**src/hdl/pra_pkg.sv**
```systemverilog
// shared types and constants for the page range allocator
`timescale 1ns / 1ps

package pra_pkg;

    // fixed widths of the transaction fields and the config port
    localparam int FIELD_W   = 48;
    localparam int CMD_W     = 2;
    localparam int ALOG_W    = 6;
    localparam int CFG_IDX_W = 1;

    // register indexes
    localparam logic [CFG_IDX_W-1:0] CFG_BASE_BEGIN = 1'b0;
    localparam logic [CFG_IDX_W-1:0] CFG_BASE_END   = 1'b1;

    typedef enum logic [CMD_W-1:0] {
        CMD_ALLOC    = 2'd0,
        CMD_ALLOC_AT = 2'd1,
        CMD_FREE     = 2'd2,
        CMD_QUERY    = 2'd3
    } cmd_t;

    typedef enum logic [2:0] {
        ST_OK        = 3'd0,
        ST_NO_SPACE  = 3'd1,
        ST_OVERLAP   = 3'd2,
        ST_OUTSIDE   = 3'd3,
        ST_NOT_FOUND = 3'd4,
        ST_BAD       = 3'd5,
        ST_FULL      = 3'd6
    } status_t;

    // datapath commands issued by the controller
    typedef enum logic [4:0] {
        OP_NONE,
        OP_LOAD,
        OP_CALC,
        OP_INIT,
        OP_READ,
        OP_EVAL,
        OP_EVAL_END,
        OP_DECIDE,
        OP_WRITE,
        OP_RM_INIT,
        OP_RM_READ,
        OP_RM_WRITE,
        OP_RM_DONE,
        OP_IN_INIT,
        OP_IN_READ,
        OP_IN_WRITE,
        OP_IN_DONE,
        OP_FINISH
    } dp_op_t;

    // datapath status back to the controller
    typedef struct packed {
        logic pre_ok;
        logic at_end;
        logic stop;
        logic act_wr;
        logic act_rm;
        logic act_in;
        logic rm_more;
        logic in_more;
        logic out_free;
    } dp_stat_t;

endpackage

```
**src/hdl/pra_ctrl.sv**
```systemverilog
// sequencing state machine of the page range allocator
`timescale 1ns / 1ps

module pra_ctrl (
    input  logic              clk,
    input  logic              rst_n,
    input  logic              req_valid,
    output logic              req_ready,
    input  pra_pkg::dp_stat_t stat,
    output pra_pkg::dp_op_t   op
);
    import pra_pkg::*;

    typedef enum logic [4:0] {
        S_IDLE,
        S_CALC,
        S_INIT,
        S_SCAN_RD,
        S_SCAN_EV,
        S_END,
        S_DECIDE,
        S_WRITE,
        S_RM_INIT,
        S_RM_CHK,
        S_RM_RD,
        S_RM_WR,
        S_RM_DONE,
        S_IN_INIT,
        S_IN_CHK,
        S_IN_RD,
        S_IN_WR,
        S_IN_DONE,
        S_FINISH
    } state_t;

    state_t state_reg;
    state_t state_next;
    logic   ready_reg;
    logic   ready_next;
    logic   accept;

    assign req_ready = ready_reg;
    assign accept    = req_valid && ready_reg;

    // command decode and next state
    always_comb
    begin
        op         = OP_NONE;
        state_next = state_reg;
        ready_next = ready_reg;
        unique case (state_reg)
            S_IDLE:
            begin
                if (accept)
                begin
                    op         = OP_LOAD;
                    state_next = S_CALC;
                    ready_next = 1'b0;
                end
            end
            S_CALC:
            begin
                op         = OP_CALC;
                state_next = S_INIT;
            end
            S_INIT:
            begin
                op         = OP_INIT;
                state_next = stat.pre_ok ? S_SCAN_RD : S_DECIDE;
            end
            S_SCAN_RD:
            begin
                if (stat.at_end)
                begin
                    state_next = S_END;
                end
                else
                begin
                    op         = OP_READ;
                    state_next = S_SCAN_EV;
                end
            end
            S_SCAN_EV:
            begin
                op         = OP_EVAL;
                state_next = stat.stop ? S_DECIDE : S_SCAN_RD;
            end
            S_END:
            begin
                op         = OP_EVAL_END;
                state_next = S_DECIDE;
            end
            S_DECIDE:
            begin
                op         = OP_DECIDE;
                state_next = S_WRITE;
            end
            S_WRITE:
            begin
                op = stat.act_wr ? OP_WRITE : OP_NONE;
                if (stat.act_rm)
                    state_next = S_RM_INIT;
                else if (stat.act_in)
                    state_next = S_IN_INIT;
                else
                    state_next = S_FINISH;
            end
            S_RM_INIT:
            begin
                op         = OP_RM_INIT;
                state_next = S_RM_CHK;
            end
            S_RM_CHK:
            begin
                state_next = stat.rm_more ? S_RM_RD : S_RM_DONE;
            end
            S_RM_RD:
            begin
                op         = OP_RM_READ;
                state_next = S_RM_WR;
            end
            S_RM_WR:
            begin
                op         = OP_RM_WRITE;
                state_next = S_RM_CHK;
            end
            S_RM_DONE:
            begin
                op         = OP_RM_DONE;
                state_next = S_FINISH;
            end
            S_IN_INIT:
            begin
                op         = OP_IN_INIT;
                state_next = S_IN_CHK;
            end
            S_IN_CHK:
            begin
                state_next = stat.in_more ? S_IN_RD : S_IN_DONE;
            end
            S_IN_RD:
            begin
                op         = OP_IN_READ;
                state_next = S_IN_WR;
            end
            S_IN_WR:
            begin
                op         = OP_IN_WRITE;
                state_next = S_IN_CHK;
            end
            S_IN_DONE:
            begin
                op         = OP_IN_DONE;
                state_next = S_FINISH;
            end
            S_FINISH:
            begin
                if (stat.out_free)
                begin
                    op         = OP_FINISH;
                    state_next = S_IDLE;
                    ready_next = 1'b1;
                end
            end
            default:
            begin
                state_next = S_IDLE;
                ready_next = 1'b1;
            end
        endcase
    end

    // state and registered ready
    always_ff @(posedge clk or negedge rst_n)
    begin
        if (!rst_n)
        begin
            state_reg <= S_IDLE;
            ready_reg <= 1'b1;
        end
        else
        begin
            state_reg <= state_next;
            ready_reg <= ready_next;
        end
    end

endmodule

```
**config.mk**
```make
export PLATFORM = sky130hd
export DESIGN_NAME = pra_ctrl
export DESIGN_NICKNAME = d
export VERILOG_FILES = /design/src/hdl/pra_pkg.sv /design/src/hdl/pra_ctrl.sv
export SDC_FILE = /design/constraint.sdc
export NUM_CORES = 1
export LEC_CHECK = 0
export ABC_AREA = 1
export BUFFER_PORTS_ARGS = -buffer_cell sky130_fd_sc_hd__buf_4
export CAP_MARGIN = 40
export CORE_MARGIN = 4
export CORE_UTILIZATION = 40
export CTS_CLUSTER_SIZE = 28
export DETAILED_ROUTE_END_ITERATION = 7
export SLEW_MARGIN = 5
export SYNTH_ARGS = -nofsm -noshare
export SYNTH_HDL_FRONTEND = slang
export SYNTH_SLANG_ARGS = --single-unit
```
**constraint.sdc**
```tcl
create_clock -name clk -period 2.65 [get_ports clk]
set_input_delay 0.1325 -clock clk [delete_from_list [all_inputs] [get_ports clk]]
set_output_delay 0.1325 -clock clk [all_outputs]
set_load 0.01 [all_outputs]
```
# ---- Yosys cells after proc, flatten, opt, wreduce, memory -nomap -nowiden
# Index checks and enable logic that the tools add are counted.
dict set report op_classes {
  bitwise 1
  n_eq_ne 20
  muxes 18
  reduce_logical 8
}
# operator count
set op_table {}
lappend op_table {{case mux 5 bit (17 select lines)} 1}
lappend op_table {{case mux 5 bit (16 select lines)} 1}
lappend op_table {{equality test 5 x 4 -> 1 bit, second input constant} 8}
lappend op_table {{2-to-1 mux 5 bit} 6}
lappend op_table {{equality test 5 x 3 -> 1 bit, second input constant} 4}
lappend op_table {{OR reduction 17 bit} 1}
lappend op_table {{equality test 5 bit, second input constant} 3}
lappend op_table {{2-to-1 mux 3 bit} 4}
lappend op_table {{equality test 5 x 2 -> 1 bit, second input constant} 2}
lappend op_table {{OR reduction 2 bit} 3}
lappend op_table {{equality test 5 x 1 -> 1 bit, second input constant} 1}
lappend op_table {{logical NOT 5 bit} 1}
lappend op_table {{2-to-1 mux 1 bit} 4}
lappend op_table {{2-to-1 mux 4 bit} 1}
lappend op_table {{inequality test 2 bit, second input constant} 2}
lappend op_table {{case mux 1 bit (3 select lines)} 1}
lappend op_table {{AND reduction 3 bit} 1}
lappend op_table {{AND reduction 2 bit} 1}
lappend op_table {{logical AND 1 bit} 1}
lappend op_table {{inverter 1 bit} 1}
dict set report word_totals {
  out_inout_bits 6
  ff_bits 6
  elab_cells 49
  input_bits 12
}

# ---- Depth between registers and ports, before layout
dict set report depth {
  depth_word 4
  mapped_depth 9
  mapped_depth_nobuf 9
}

# ---- Worst setup path before layout
# OpenSTA, ideal clock, no wires.
dict set report synth_timing {
  kind {reg-to-output}
  startpoint {register state_reg[1]}
  endpoint {output op[3]}
  arrival_time_ns 1.096
  stages_incl_launch_ff 9
  n_path_buf 0
  setup_slack_ns 1.422
  cell_sequence {dfrtp_1 > inv_1 > nor2_1 > nand2_1 > nor2_1 > a21oi_2 > inv_1 > nor2_1 > nand4_1}
}
dict set report synth_between {
  elab_chain_cells 2
}
# item line
set synth_lines {}
lappend synth_lines {{start, declared} pra_ctrl.sv:36} ;# state_t state_reg;
lappend synth_lines {{start signal, assigned} pra_ctrl.sv:183} ;# state_reg <= state_next;
lappend synth_lines {{equality test 5 bit (tied with other cells)} pra_ctrl.sv:51} ;# unique case (state_reg)
lappend synth_lines {{case mux 5 bit (17 select lines) (*)} pra_ctrl.sv:51}
lappend synth_lines {{end, declared} pra_ctrl.sv:10} ;# output pra_pkg::dp_op_t op
# Every way passes the cells marked *; elsewhere a longest branch is shown, timed or not.

# ---- Worst setup path after layout
dict set report layout_timing {
  startpoint {register state_reg[1]}
  endpoint {output op[2]}
}
# The elaborated chain is that of the path after synthesis.

==> summary.md <==
| Metric | Value |
|---|---|
| Share of the synthesized area in the top cell type | 20.4% |
| GRT busiest layer | met2 |
| Final HPWL DP | between 1.5 and 2 mm |
| Net switching power | 582 uW |
| Fin crit period | 1.82 ns |
| Sw Ratio | 54.2% |
| Fin. Hold Viols | 0 |
| Clk_lat worst skew | 0.25 ns |
| Internal power | 492 uW |
| Met3 GRT Util | under 10% |
| First-pass GRT wire length | around 3.7 mm |
| Total GRT Usage | about a fifth |
| Worst-path cell chain | inv_1 > nor2_1 > nand2_1 > nor2_1 > a21oi_2 > inv_1 > nor2_1 > o211ai_1 > buf_4 |
| Share of cells above drive strength 1 | 24.5% |
| Fmax | between 0.5 and 0.6 GHz |
| Required time of the critical path | 2.52 ns |
| Slew of the pin with the lowest slew margin | roughly 0.32 ns |
| Post-synth ARST share | 100% |
| Antenna diode count | 0 |
| Critical Path Fanout Max | 5 |
| Hold path start | stat[1] |
| Worst setup SP type | flop |
| RSZ-0062 raised after global routing | no |
| Most used standard cell by instance count after synthesis | nand2_1 |
| Worst reg-to-reg setup slack | 1.16 ns |
| EDFF count, synth | 0 |
| Nets | 160 |
| Ports | 18 |
| H-tree levels | 1 |
| Seq cells post-synth | 6 |
| Max reg flops | 5 |
| Most frequent CP cell | nor2_1 |
| Largest stage delay on the critical path | 0.43 ns |
| Post-Synthesis Cells | about 130 |
| Row count | 15 |
| Power Density | 1180 mW/mm^2 |
| Routed WL | 2.17 mm |
| Vias in the first global route | 860 |
| Vias | 881 |
| DIE WIDTH | roughly 50 um |
| Reg2Reg Depth | 8 |
| P&R area growth vs syn | 27.2% |
| Avg Cell Area, Syn | 5.74 um^2 |
| Die area | around 0.0025 mm^2 |
| Worst path bufs/invs | 3 |
| Outcome | finished clean |
| Post-CTS Setup Inserts | 0 |
| Clock skew | 0.00995 ns |
| Area contributors post-synth | nand2_1, dfrtp_1, nand3_1 |
| GPL Wtd Cong | 0.920 |
| Initial antenna violation count | 0 |
| CTS Buf Count | 3 |
| Detail Route Antenna Nets | 0 |
| Sequential share of power | 19.2% |
| Post-Syn Nets | approximately 140 |
| R2R Path End | state_reg[0] |
| Tot Pwr | 1.07 mW |
| Register area share after synthesis | 21.1% |
| CTS tree | done |
| Max clock buf depth | 2 |
| Core Region | between 0.0015 and 0.002 mm^2 |
| Area leader, netlist | nand2_1 |
| Hold WC Path Type | in -> reg |
| Clk pwr share | approximately 8.4% |
| Via/cell ratio | 5.12 |
| Fin. max-slew vios | 0 |
| Non-filler cells, final | 172 |
| Crit path max-delay family | flip-flops |
| LEAKAGE | 0.521 nW |
| Gate power share | 72.5% |
| Max-cap viol count | 0 |
| Met2 GRT Util | around a third |
| Met1 usage | 23.2% |
| Crit Path Class | reg -> out |
| Relative max-transition margin | slightly below 80% |
| GR Overflow Total | 0 |
| Placed cells | 167 |
| Hold Crit Depth | 2 |
| Commonest cells post-synth | nand2_1, nor2_1, nand3_1 |
| Setup TNS Final | 0 ns |
| Routed len/inst | around 13 um |
| Port Buffer Count | 17 |
| Clock Sinks | 6 |
| Maximum vdd drop | 0.748 mV |
| Setup violators final | 0 |
| Worst Path Arrival | 1.69 ns |
| Maximum number of pins on one net before global-route repair | 11 |
| Synth Warn # | 0 |
| Starting Density | between 40% and 50% |
| Post-Synthesis Cell Area | about 720 um^2 |
| Synth cell types | 20 |
| DIE HEIGHT | 50.3 um |
| Hold Path Sink | state_reg[4] |
| Critical path capture point type | output port |
| DRC viols | 0 |
| Synth Flop Type | dfrtp_1 |
| Slowest-stage cell, CP | dfrtp_1 |
| Iteration count of the initial detailed-routing pass | 4 |
| Clk pin slew, worst setup/hold paths | 0.05 ns |
| Final worst-path cycle share | 68.8% |
| Clock root buffer | clkbuf_4 |
| RR Startpoint | state_reg[1] |
| 1st-iter DRT viols | 39 |
logic make-up after synthesis:
group           Yosys count  share of synthesized area [%]
compound gates            7                           6.63
buf+inv                  17                           9.25
flops                     6                           21.1
simple gates             95                           63.0
metal layers:
metal  up-vias  part of all wire [%]
met1       382                    43
li1        451                     -
met2        43                    48
met5         -                     0
met4         0                   1.3
met3         5                   7.7
worst max-delay path by stage:
| stage | slack [ns] | from | endpoint | cells past startpoint |
|---|---|---|---|---|
| final | 0.83 | state_reg[1] | op[2] | 9 |
| after global routing | 0.69 | state_reg[1] | op[2] | 9 |
| after CTS | 0.84 | state_reg[1] | op[3] | 9 |
| after detailed placement | 1.12 | state_reg[1] | op[2] | 9 |
| after global placement | 1.05 | state_reg[1] | op[2] | 9 |
| after floorplan | 1.42 | state_reg[1] | op[3] | 8 |
cell type report:
cell class                      instances  area, um^2
Tap cell                               25        31.3
Multi-Input combinational cell        102         499
Inverter                               17        66.3
Fill cell                             188         796
Clock buffer                            4        26.3
Sequential cell                         6         151
Timing Repair Buffer                   18         138
worst reg2reg max path: cells and delay by family (launching register included):
kind	cells	cell delay, ns
flip-flops	1	0.43
AND/OR/NAND/NOR	7	0.80
buffers and inverters	1	0.19
power groups by stage:
stage,clock network (mW),registers [mW],logic (mW)
global placement,0,0.206,0.781
detailed placement,0,0.206,0.772
CTS,0.0933,0.204,0.777
global route,0.106,0.211,0.877
finish,0.0900,0.206,0.778
floorplan,0,0.198,0.533
cell usage in the layout (no fill, tap or decap), drive strengths merged:
cell type | netlist | layout
nand4 | 5 | 5
clkbuf | 0 | 4
o21ai | 3 | 3
o2111ai | 1 | 1
nand3 | 18 | 18
nor2 | 26 | 26
dfrtp | 5 | 5
inv | 17 | 17
nor3 | 4 | 4
and3 | 1 | 1
buf | 0 | 17
nand2 | 40 | 40
a21oi | 1 | 1
dfstp | 1 | 1
dlygate4sd3 | 0 | 1
o211ai | 2 | 2
or2 | 1 | 1
timing repair:
action | in CTS | in global routing
resized for setup | 0 | 0
hold buffers | 1 | 0
hold endpoints to repair | 6 | 0
through the flow:
step / util (%) / hold WS, ns / worst slack (ns) / area, um^2
6_report: 53.4 / 0.186 / 0.827 / 912
5_1_grt: 53.4 / 0.177 / 0.687 / 912
4_1_cts: 53.4 / 0.163 / 0.842 / 912
3_5_place_dp: 51.3 / -0.0598 / 1.12 / 876
3_3_place_gp: 51.3 / -0.0605 / 1.05 / 876
2_1_floorplan: - / -0.163 / 1.42 / 717
Note: power is estimated with default switching activity, not from simulation.
